[src/design/yuvsse_pkg.sv]
// Types and constants of the YUV plane squared-error accumulator
package yuvsse_pkg;

  localparam int DEPTH_W = 5;
  localparam int SUM_W   = 64;

  localparam logic [DEPTH_W-1:0] DEPTH_MIN = 5'd8;

  typedef enum logic [1:0] {
    CFG_REF_DEPTH  = 2'd0,
    CFG_TEST_DEPTH = 2'd1,
    CFG_TGT_DEPTH  = 2'd2,
    CFG_MONO       = 2'd3
  } cfg_idx_t;

  typedef enum logic [1:0] {
    PLANE_Y = 2'd0,
    PLANE_U = 2'd1,
    PLANE_V = 2'd2
  } plane_t;

endpackage

[src/design/yuv_plane_squared_error_accumulator_core.sv]
// Top level of the YUV plane squared-error accumulator
// Takes one reference/test sample pair per clock unless stalled, aligns both to the target
// depth, squares their difference and adds it into a saturating 64-bit sum
// while counting pairs. The pair flagged plane_end closes the plane: one
// request carrying the plane index, the sum and the pair count leaves on the
// out_ channel, and sum and count restart from zero. Plane order is Y, U, V,
// or Y only in monochrome. Sustained rate is one pair per clock while the input is not
// stalled; the last pair of a plane passes the align, absolute difference and multiply
// stages, then the accumulator into the result register.
// The input stalls only when a plane result reaches a result register still
// held by out_stall. Depth writes outside 8..SAMPLE_BITS are clamped into it.
// Write configuration only while the block is idle.
module yuv_plane_squared_error_accumulator_core #(
  parameter int SAMPLE_BITS = 16,
  parameter int COUNT_BITS  = 25
) (
  input  logic                           clk,
  input  logic                           rst_n,
  input  logic                           cfg_we,
  input  logic [1:0]                     cfg_index,
  input  logic [yuvsse_pkg::DEPTH_W-1:0] cfg_data,
  input  logic                           in_valid,
  output logic                           in_stall,
  input  logic [SAMPLE_BITS-1:0]         in_ref_sample,
  input  logic [SAMPLE_BITS-1:0]         in_test_sample,
  input  logic                           in_plane_end,
  output logic                           out_valid,
  input  logic                           out_stall,
  output logic [1:0]                     out_plane_index,
  output logic [yuvsse_pkg::SUM_W-1:0]   out_error_sum,
  output logic [COUNT_BITS-1:0]          out_plane_samples
);

  localparam int AW = 2 * SAMPLE_BITS - 8;
  localparam int QW = 2 * AW;
  localparam int DW = yuvsse_pkg::DEPTH_W;
  localparam int SW = yuvsse_pkg::SUM_W;

  // configuration, depths held already clamped
  logic [DW-1:0] ref_depth_r;
  logic [DW-1:0] test_depth_r;
  logic [DW-1:0] tgt_depth_r;
  logic          mono_r;
  logic [DW-1:0] depth_clamped;

  // pipeline
  logic          v1_r, v2_r, v3_r;
  logic          v1_nxt, v2_nxt, v3_nxt;
  logic          e1_r, e2_r, e3_r;
  logic [AW-1:0] a1_r, b1_r;
  logic [AW-1:0] a_al, b_al;
  logic [AW-1:0] d2_r;
  logic [QW-1:0] sq3_r;
  logic [AW-1:0] d_nxt;
  logic [QW-1:0] sq_nxt;
  logic          take1, take2, take3;
  logic          acc_go, out_free, close_plane;

  // accumulator and plane state
  logic [SW-1:0]         acc_r;
  logic [SW:0]           acc_wide;
  logic [SW-1:0]         acc_sat;
  logic [COUNT_BITS-1:0] cnt_r;
  logic [COUNT_BITS-1:0] cnt_inc;
  yuvsse_pkg::plane_t    plane_r, plane_nxt;

  // result register
  logic                  out_valid_r, out_valid_nxt;
  logic [1:0]            out_plane_r;
  logic [SW-1:0]         out_sum_r;
  logic [COUNT_BITS-1:0] out_cnt_r;

  always_comb begin
    if (cfg_data < yuvsse_pkg::DEPTH_MIN) begin
      depth_clamped = yuvsse_pkg::DEPTH_MIN;
    end else if (cfg_data > DW'(SAMPLE_BITS)) begin
      depth_clamped = DW'(SAMPLE_BITS);
    end else begin
      depth_clamped = cfg_data;
    end
  end

  always_ff @(posedge clk) begin
    if (!rst_n) begin
      ref_depth_r  <= yuvsse_pkg::DEPTH_MIN;
      test_depth_r <= yuvsse_pkg::DEPTH_MIN;
      tgt_depth_r  <= yuvsse_pkg::DEPTH_MIN;
      mono_r       <= 1'b0;
    end else if (cfg_we) begin
      case (cfg_index)
        yuvsse_pkg::CFG_REF_DEPTH:  ref_depth_r  <= depth_clamped;
        yuvsse_pkg::CFG_TEST_DEPTH: test_depth_r <= depth_clamped;
        yuvsse_pkg::CFG_TGT_DEPTH:  tgt_depth_r  <= depth_clamped;
        yuvsse_pkg::CFG_MONO:       mono_r       <= cfg_data[0];
        default: ;
      endcase
    end
  end

  yuvsse_align #(.SAMPLE_BITS(SAMPLE_BITS)) u_align_ref (
    .smp        (in_ref_sample),
    .from_depth (ref_depth_r),
    .to_depth   (tgt_depth_r),
    .aligned    (a_al)
  );

  yuvsse_align #(.SAMPLE_BITS(SAMPLE_BITS)) u_align_test (
    .smp        (in_test_sample),
    .from_depth (test_depth_r),
    .to_depth   (tgt_depth_r),
    .aligned    (b_al)
  );

  // flow control: a stage takes a new request when empty or moving on
  always_comb begin
    out_free    = !out_valid_r || !out_stall;
    acc_go      = v3_r && (!e3_r || out_free);
    close_plane = acc_go && e3_r;
    take3       = !v3_r || acc_go;
    take2       = !v2_r || take3;
    take1       = !v1_r || take2;
    in_stall    = !take1;
    v1_nxt      = take1 ? in_valid : v1_r;
    v2_nxt      = take2 ? v1_r : v2_r;
    v3_nxt      = take3 ? v2_r : v3_r;
  end

  always_comb begin
    d_nxt  = (a1_r > b1_r) ? (a1_r - b1_r) : (b1_r - a1_r);
    sq_nxt = d2_r * d2_r;
  end

  always_ff @(posedge clk) begin
    if (!rst_n) begin
      v1_r <= 1'b0;
      v2_r <= 1'b0;
      v3_r <= 1'b0;
    end else begin
      v1_r <= v1_nxt;
      v2_r <= v2_nxt;
      v3_r <= v3_nxt;
    end
  end

  always_ff @(posedge clk) begin
    if (take1 && in_valid) begin
      a1_r <= a_al;
      b1_r <= b_al;
      e1_r <= in_plane_end;
    end
    if (take2 && v1_r) begin
      d2_r <= d_nxt;
      e2_r <= e1_r;
    end
    if (take3 && v2_r) begin
      sq3_r <= sq_nxt;
      e3_r  <= e2_r;
    end
  end

  // saturating sum and count
  always_comb begin
    acc_wide = {1'b0, acc_r} + (SW+1)'(sq3_r);
    acc_sat  = acc_wide[SW] ? {SW{1'b1}} : acc_wide[SW-1:0];
    cnt_inc  = (&cnt_r) ? cnt_r : cnt_r + 1'b1;
  end

  always_comb begin
    plane_nxt = plane_r;
    if (close_plane) begin
      case (plane_r)
        yuvsse_pkg::PLANE_Y: plane_nxt = mono_r ? yuvsse_pkg::PLANE_Y : yuvsse_pkg::PLANE_U;
        yuvsse_pkg::PLANE_U: plane_nxt = mono_r ? yuvsse_pkg::PLANE_Y : yuvsse_pkg::PLANE_V;
        default:             plane_nxt = yuvsse_pkg::PLANE_Y;
      endcase
    end
  end

  always_ff @(posedge clk) begin
    if (!rst_n) begin
      acc_r   <= '0;
      cnt_r   <= '0;
      plane_r <= yuvsse_pkg::PLANE_Y;
    end else begin
      plane_r <= plane_nxt;
      if (close_plane) begin
        acc_r <= '0;
        cnt_r <= '0;
      end else if (acc_go) begin
        acc_r <= acc_sat;
        cnt_r <= cnt_inc;
      end
    end
  end

  // result register: load on plane close, drop once taken
  always_comb begin
    out_valid_nxt = out_valid_r;
    if (close_plane) begin
      out_valid_nxt = 1'b1;
    end else if (!out_stall) begin
      out_valid_nxt = 1'b0;
    end
  end

  always_ff @(posedge clk) begin
    if (!rst_n) begin
      out_valid_r <= 1'b0;
    end else begin
      out_valid_r <= out_valid_nxt;
    end
  end

  always_ff @(posedge clk) begin
    if (close_plane) begin
      out_plane_r <= plane_r;
      out_sum_r   <= acc_sat;
      out_cnt_r   <= cnt_inc;
    end
  end

  assign out_valid         = out_valid_r;
  assign out_plane_index   = out_plane_r;
  assign out_error_sum     = out_sum_r;
  assign out_plane_samples = out_cnt_r;

endmodule

[src/design/yuvsse_align.sv]
// Sample alignment: round, shift and clip, or shift up, to the target depth
module yuvsse_align #(
  parameter int SAMPLE_BITS = 16
) (
  input  logic [SAMPLE_BITS-1:0]        smp,
  input  logic [yuvsse_pkg::DEPTH_W-1:0] from_depth,
  input  logic [yuvsse_pkg::DEPTH_W-1:0] to_depth,
  output logic [2*SAMPLE_BITS-9:0]      aligned
);

  localparam int SW = SAMPLE_BITS;
  localparam int AW = 2 * SAMPLE_BITS - 8;

  logic [yuvsse_pkg::DEPTH_W-1:0] sh_up;
  logic [yuvsse_pkg::DEPTH_W-1:0] sh_dn;
  logic [SW:0]                    maxv;
  logic [SW:0]                    rnd;
  logic [SW:0]                    v;

  always_comb begin
    sh_up = to_depth - from_depth;
    sh_dn = from_depth - to_depth;
    maxv  = ((SW+1)'(1) << to_depth) - (SW+1)'(1);
    // round half up before dropping the low bits
    rnd   = (SW+1)'(smp) + ((SW+1)'(1) << (sh_dn - 1'b1));
    v     = (from_depth > to_depth) ? (rnd >> sh_dn) : (SW+1)'(smp);
    if (from_depth < to_depth) begin
      // shift up, no clip
      aligned = AW'(smp) << sh_up;
    end else if (v > maxv) begin
      aligned = AW'(maxv);
    end else begin
      aligned = AW'(v);
    end
  end

endmodule

[config.mk]
export PLATFORM = sky130hd
export DESIGN_NAME = yuv_plane_squared_error_accumulator_core
export DESIGN_NICKNAME = d
export VERILOG_FILES = /design/src/design/yuvsse_pkg.sv /design/src/design/yuv_plane_squared_error_accumulator_core.sv /design/src/design/yuvsse_align.sv
export SDC_FILE = /design/constraint.sdc
export NUM_CORES = 2
export LEC_CHECK = 0
export BUFFER_PORTS_ARGS = -buffer_cell sky130_fd_sc_hd__buf_2
export CORE_MARGIN = 1.5
export CORE_UTILIZATION = 25
export CTS_CLUSTER_DIAMETER = 100
export DETAILED_ROUTE_END_ITERATION = 12
export GPL_TIMING_DRIVEN = 0
export PLACE_DENSITY_LB_ADDON = 0.12
export REMOVE_ABC_BUFFERS = 1
export SETUP_SLACK_MARGIN = 0.2
export SYNTH_ARGS = -nofsm -noshare
export SYNTH_HDL_FRONTEND = slang
export SYNTH_SLANG_ARGS = --single-unit
export TNS_END_PERCENT = 20
[constraint.sdc]
create_clock -name clk -period 7.3 [get_ports clk]
set_input_delay 1.46 -clock clk [delete_from_list [all_inputs] [get_ports clk]]
set_output_delay 1.46 -clock clk [all_outputs]
set_load 0.02 [all_outputs]
==> results_dict.tcl <==
set metrics [dict create \
    status "finished, final reports clean" \
    coreArea_um2 162800 \
    clock_sinks 324 \
    row_count 148 \
    routed_wl_mm 131.6 \
    crit_chain "buf_6 > buf_4 > and2_1 > fa_1 > fa_1 > fa_2 > fa_1 > fa_1 > fa_1 > fa_1 > ha_4 > and4_4 > nand2_4 > nor2_4 > nand4_1 > a211oi_4 > o2111ai_2 > and4b_2 > o21ai_4 > a31oi_2 > xnor2_1" \
    die_h_um 408.1 \
    cp_max_fo 5 \
    cp.required_ns 7.66 \
    grt_max_degree 64 \
    synth_seq_area_share_pct 21.01 \
    hpwl_mm 97.74 \
    cp-start-kind "register" \
    synth_area_per_cell_um2 8.903 \
    finish.instance_area_um2 49260 \
    nNetsFinal 5667 \
    dr.pass1.iters 5 \
    rsz0062_at_grt "yes" \
    wl_per_cell_um 18.69 \
    area_growth_pct 20.07 \
    cts_buffer_depth 3 \
    finalCritPeriodShare_pct 96.18 \
    synth_edf_count 213 \
    synth_area_leaders "fa_1 21%, edfxtp_1 16%, ha_1 11%" \
    synthAdderAreaFrac_pct 31.93 \
    synth-compound-area-share_pct 15.45 \
    drive_gt1_share_pct 16.19 \
    start_util_pct 25.20 \
    num-fill-cells 17310 \
    clk_pin_slew_worst_paths_ns 0.06 \
    grt_pass1_vias 34400 \
    grt_pass1_wl_mm 205.4 \
    finalHoldViolCount 0 \
    netlist_instances 4608 \
    synthSimpleGateAreaFrac_pct 16.36 \
    cpMostUsedCell "fa_1" \
    arrival_ns 7.38 \
    post-route-min-period_ns 7.021 \
    clock_tree.root_cell "clkbuf_16" \
    synth_area_um2 41020 \
    yosysTopAreaCell "fa_1" \
    numPortBuffers 137 \
    gp_congestion 0.8560 \
    cp-end-kind "register" \
    route.detailed.drc 0 \
    cp_top_family "adder cells" \
    hp-class "reg2reg" \
    htreeDepth 2 \
    clk_latency_ns 0.62 \
    gr-total-overflow 0 \
    max_freq_ghz 0.1424 \
    setup_viol 0 \
    clock_skew_ns 0.05543 \
    cp_slowest_stage_delay_ns 0.59 \
    muxShareOfSynthArea_pct 3.022 \
    ys_types 89 \
    crit_slowest_cell "fa_1" \
    grtUsageTotal_pct 15.56 \
    ios 138 \
    relSlewSlack_pct 14.67 \
    most-common-layout-cells "595 x inv_1, 416 x fa_1, 385 x nand2_1, 325 x nor2_1, 317 x ha_1" \
    path_class "reg2reg" \
    antenna_found_initial 5 \
    maxCapViolations 0 \
    via_per_inst 4.691 \
    place_area_um2 43980 \
    dieWidth_um 408.1 \
    synth_xor_area_share_pct 4.590 \
    cts_buffers 42 \
    via_count 33030 \
    die_area_um2 166500 \
    async_reset_ff_share_pct 0 \
    antenna_left 0 \
    yosysTopAreaCellShare_pct 20.98 \
    synth_top_family_by_area "adder cells" \
    tritoncts "yes" \
    drt_iter0_drc 1868 \
    crit_buf_inv 2 \
    dominantRegCellSynth "edfxtp_1" \
    final_common_cell "inv_1" \
    worst_pin_slew_ns 1.277 \
    synth-seq-cells 324 \
    yosys_warnings 0 \
    slew_viol_final 0 \
]
[cell type report]
cell class	instances	area, um^2	area share [%]
flip-flops and latches	324	8637	17.53
repair inverters	1	5.005	0.01016
inverters	616	2365	4.801
clock inverters	23	271.5	0.5512
well taps	2175	2721	5.525
clock buffers	54	1157	2.350
multi-input cells	3457	30810	62.55
repair buffers	391	3287	6.673
diodes	1	2.502	0.005080
[per-layer routing]
metal  vias up  track usage (%)  part of all wire (%)
li1      16140                -                     -
met1     16170            20.87                    47
met2       612            27.32                    49
met3       116            1.295                   3.0
met4         0            2.831                   1.8
met5         -                0                     0
[repair_timing]
| item | in CTS | in global routing |
|---|---|---|
| setup endpoints to repair | 62 | 48 |
| hold buffers | 0 | 0 |
| gates cloned | 3 | 1 |
| pin swaps | 37 | 151 |
| setup buffers | 150 | 89 |
| resized for setup | 156 | 195 |
[flip-flops by register name, summed over array words and instances, names as in the netlist, 5 cells and up]
name               count
sq3_r                 47
acc_r                 64
tgt_depth_r            5
cnt_r                 25
test_depth_r           5
out_error_sum         64
b1_r                  24
a1_r                  24
d2_r                  24
out_plane_samples     25
ref_depth_r            5
[cells in the mapped netlist (all sizes together) (46+ instances only)]
master / n
ha: 359
xor2: 96
clkbuf: 186
a211oi: 49
nor3: 90
o21ai: 188
dfxtp: 111
and2: 177
edfxtp: 213
fa: 430
mux2i: 62
nor2b: 46
nand3: 77
nand2: 403
a21o: 108
a21oi: 270
xnor2: 119
nand2b: 50
nor2: 343
inv: 614
[cells by family after synthesis]
logic type      after synthesis
mux                          98
compound gates              964
fa+ha+maj                   789
buf+inv                     829
xor+xnor                    215
simple gates               1389
flops                       324
[through the flow]
step	std cells	TNS [ns]	hold slack, ns	util [%]	setup WS [ns]
2_1_floorplan	4395	-10.11	0.4003	-	-0.7152
3_3_place_gp	6707	-280.75	0.4096	26.79	-4.389
3_5_place_dp	6720	-100.60	0.4127	27.02	-2.963
4_1_cts	6950	0	0.4274	29.25	0.1626
5_1_grt	7042	0	0.4363	30.26	0.05599
6_report	7042	0	0.4265	30.26	0.2785
[worst paths after layout]
check | from | end | slack (ns) | depth (start not counted)
min | e1_r | e2_r | 0.43 | 0
max | d2_r[13] | sq3_r[46] | 0.28 | 21
max reg2reg | d2_r[13] | sq3_r[46] | 0.28 | 21
min reg2reg | e1_r | e2_r | 0.43 | 0
Power is not shown: default switching activity piles up to over one toggle a cycle in this logic, so the estimate is an artifact.
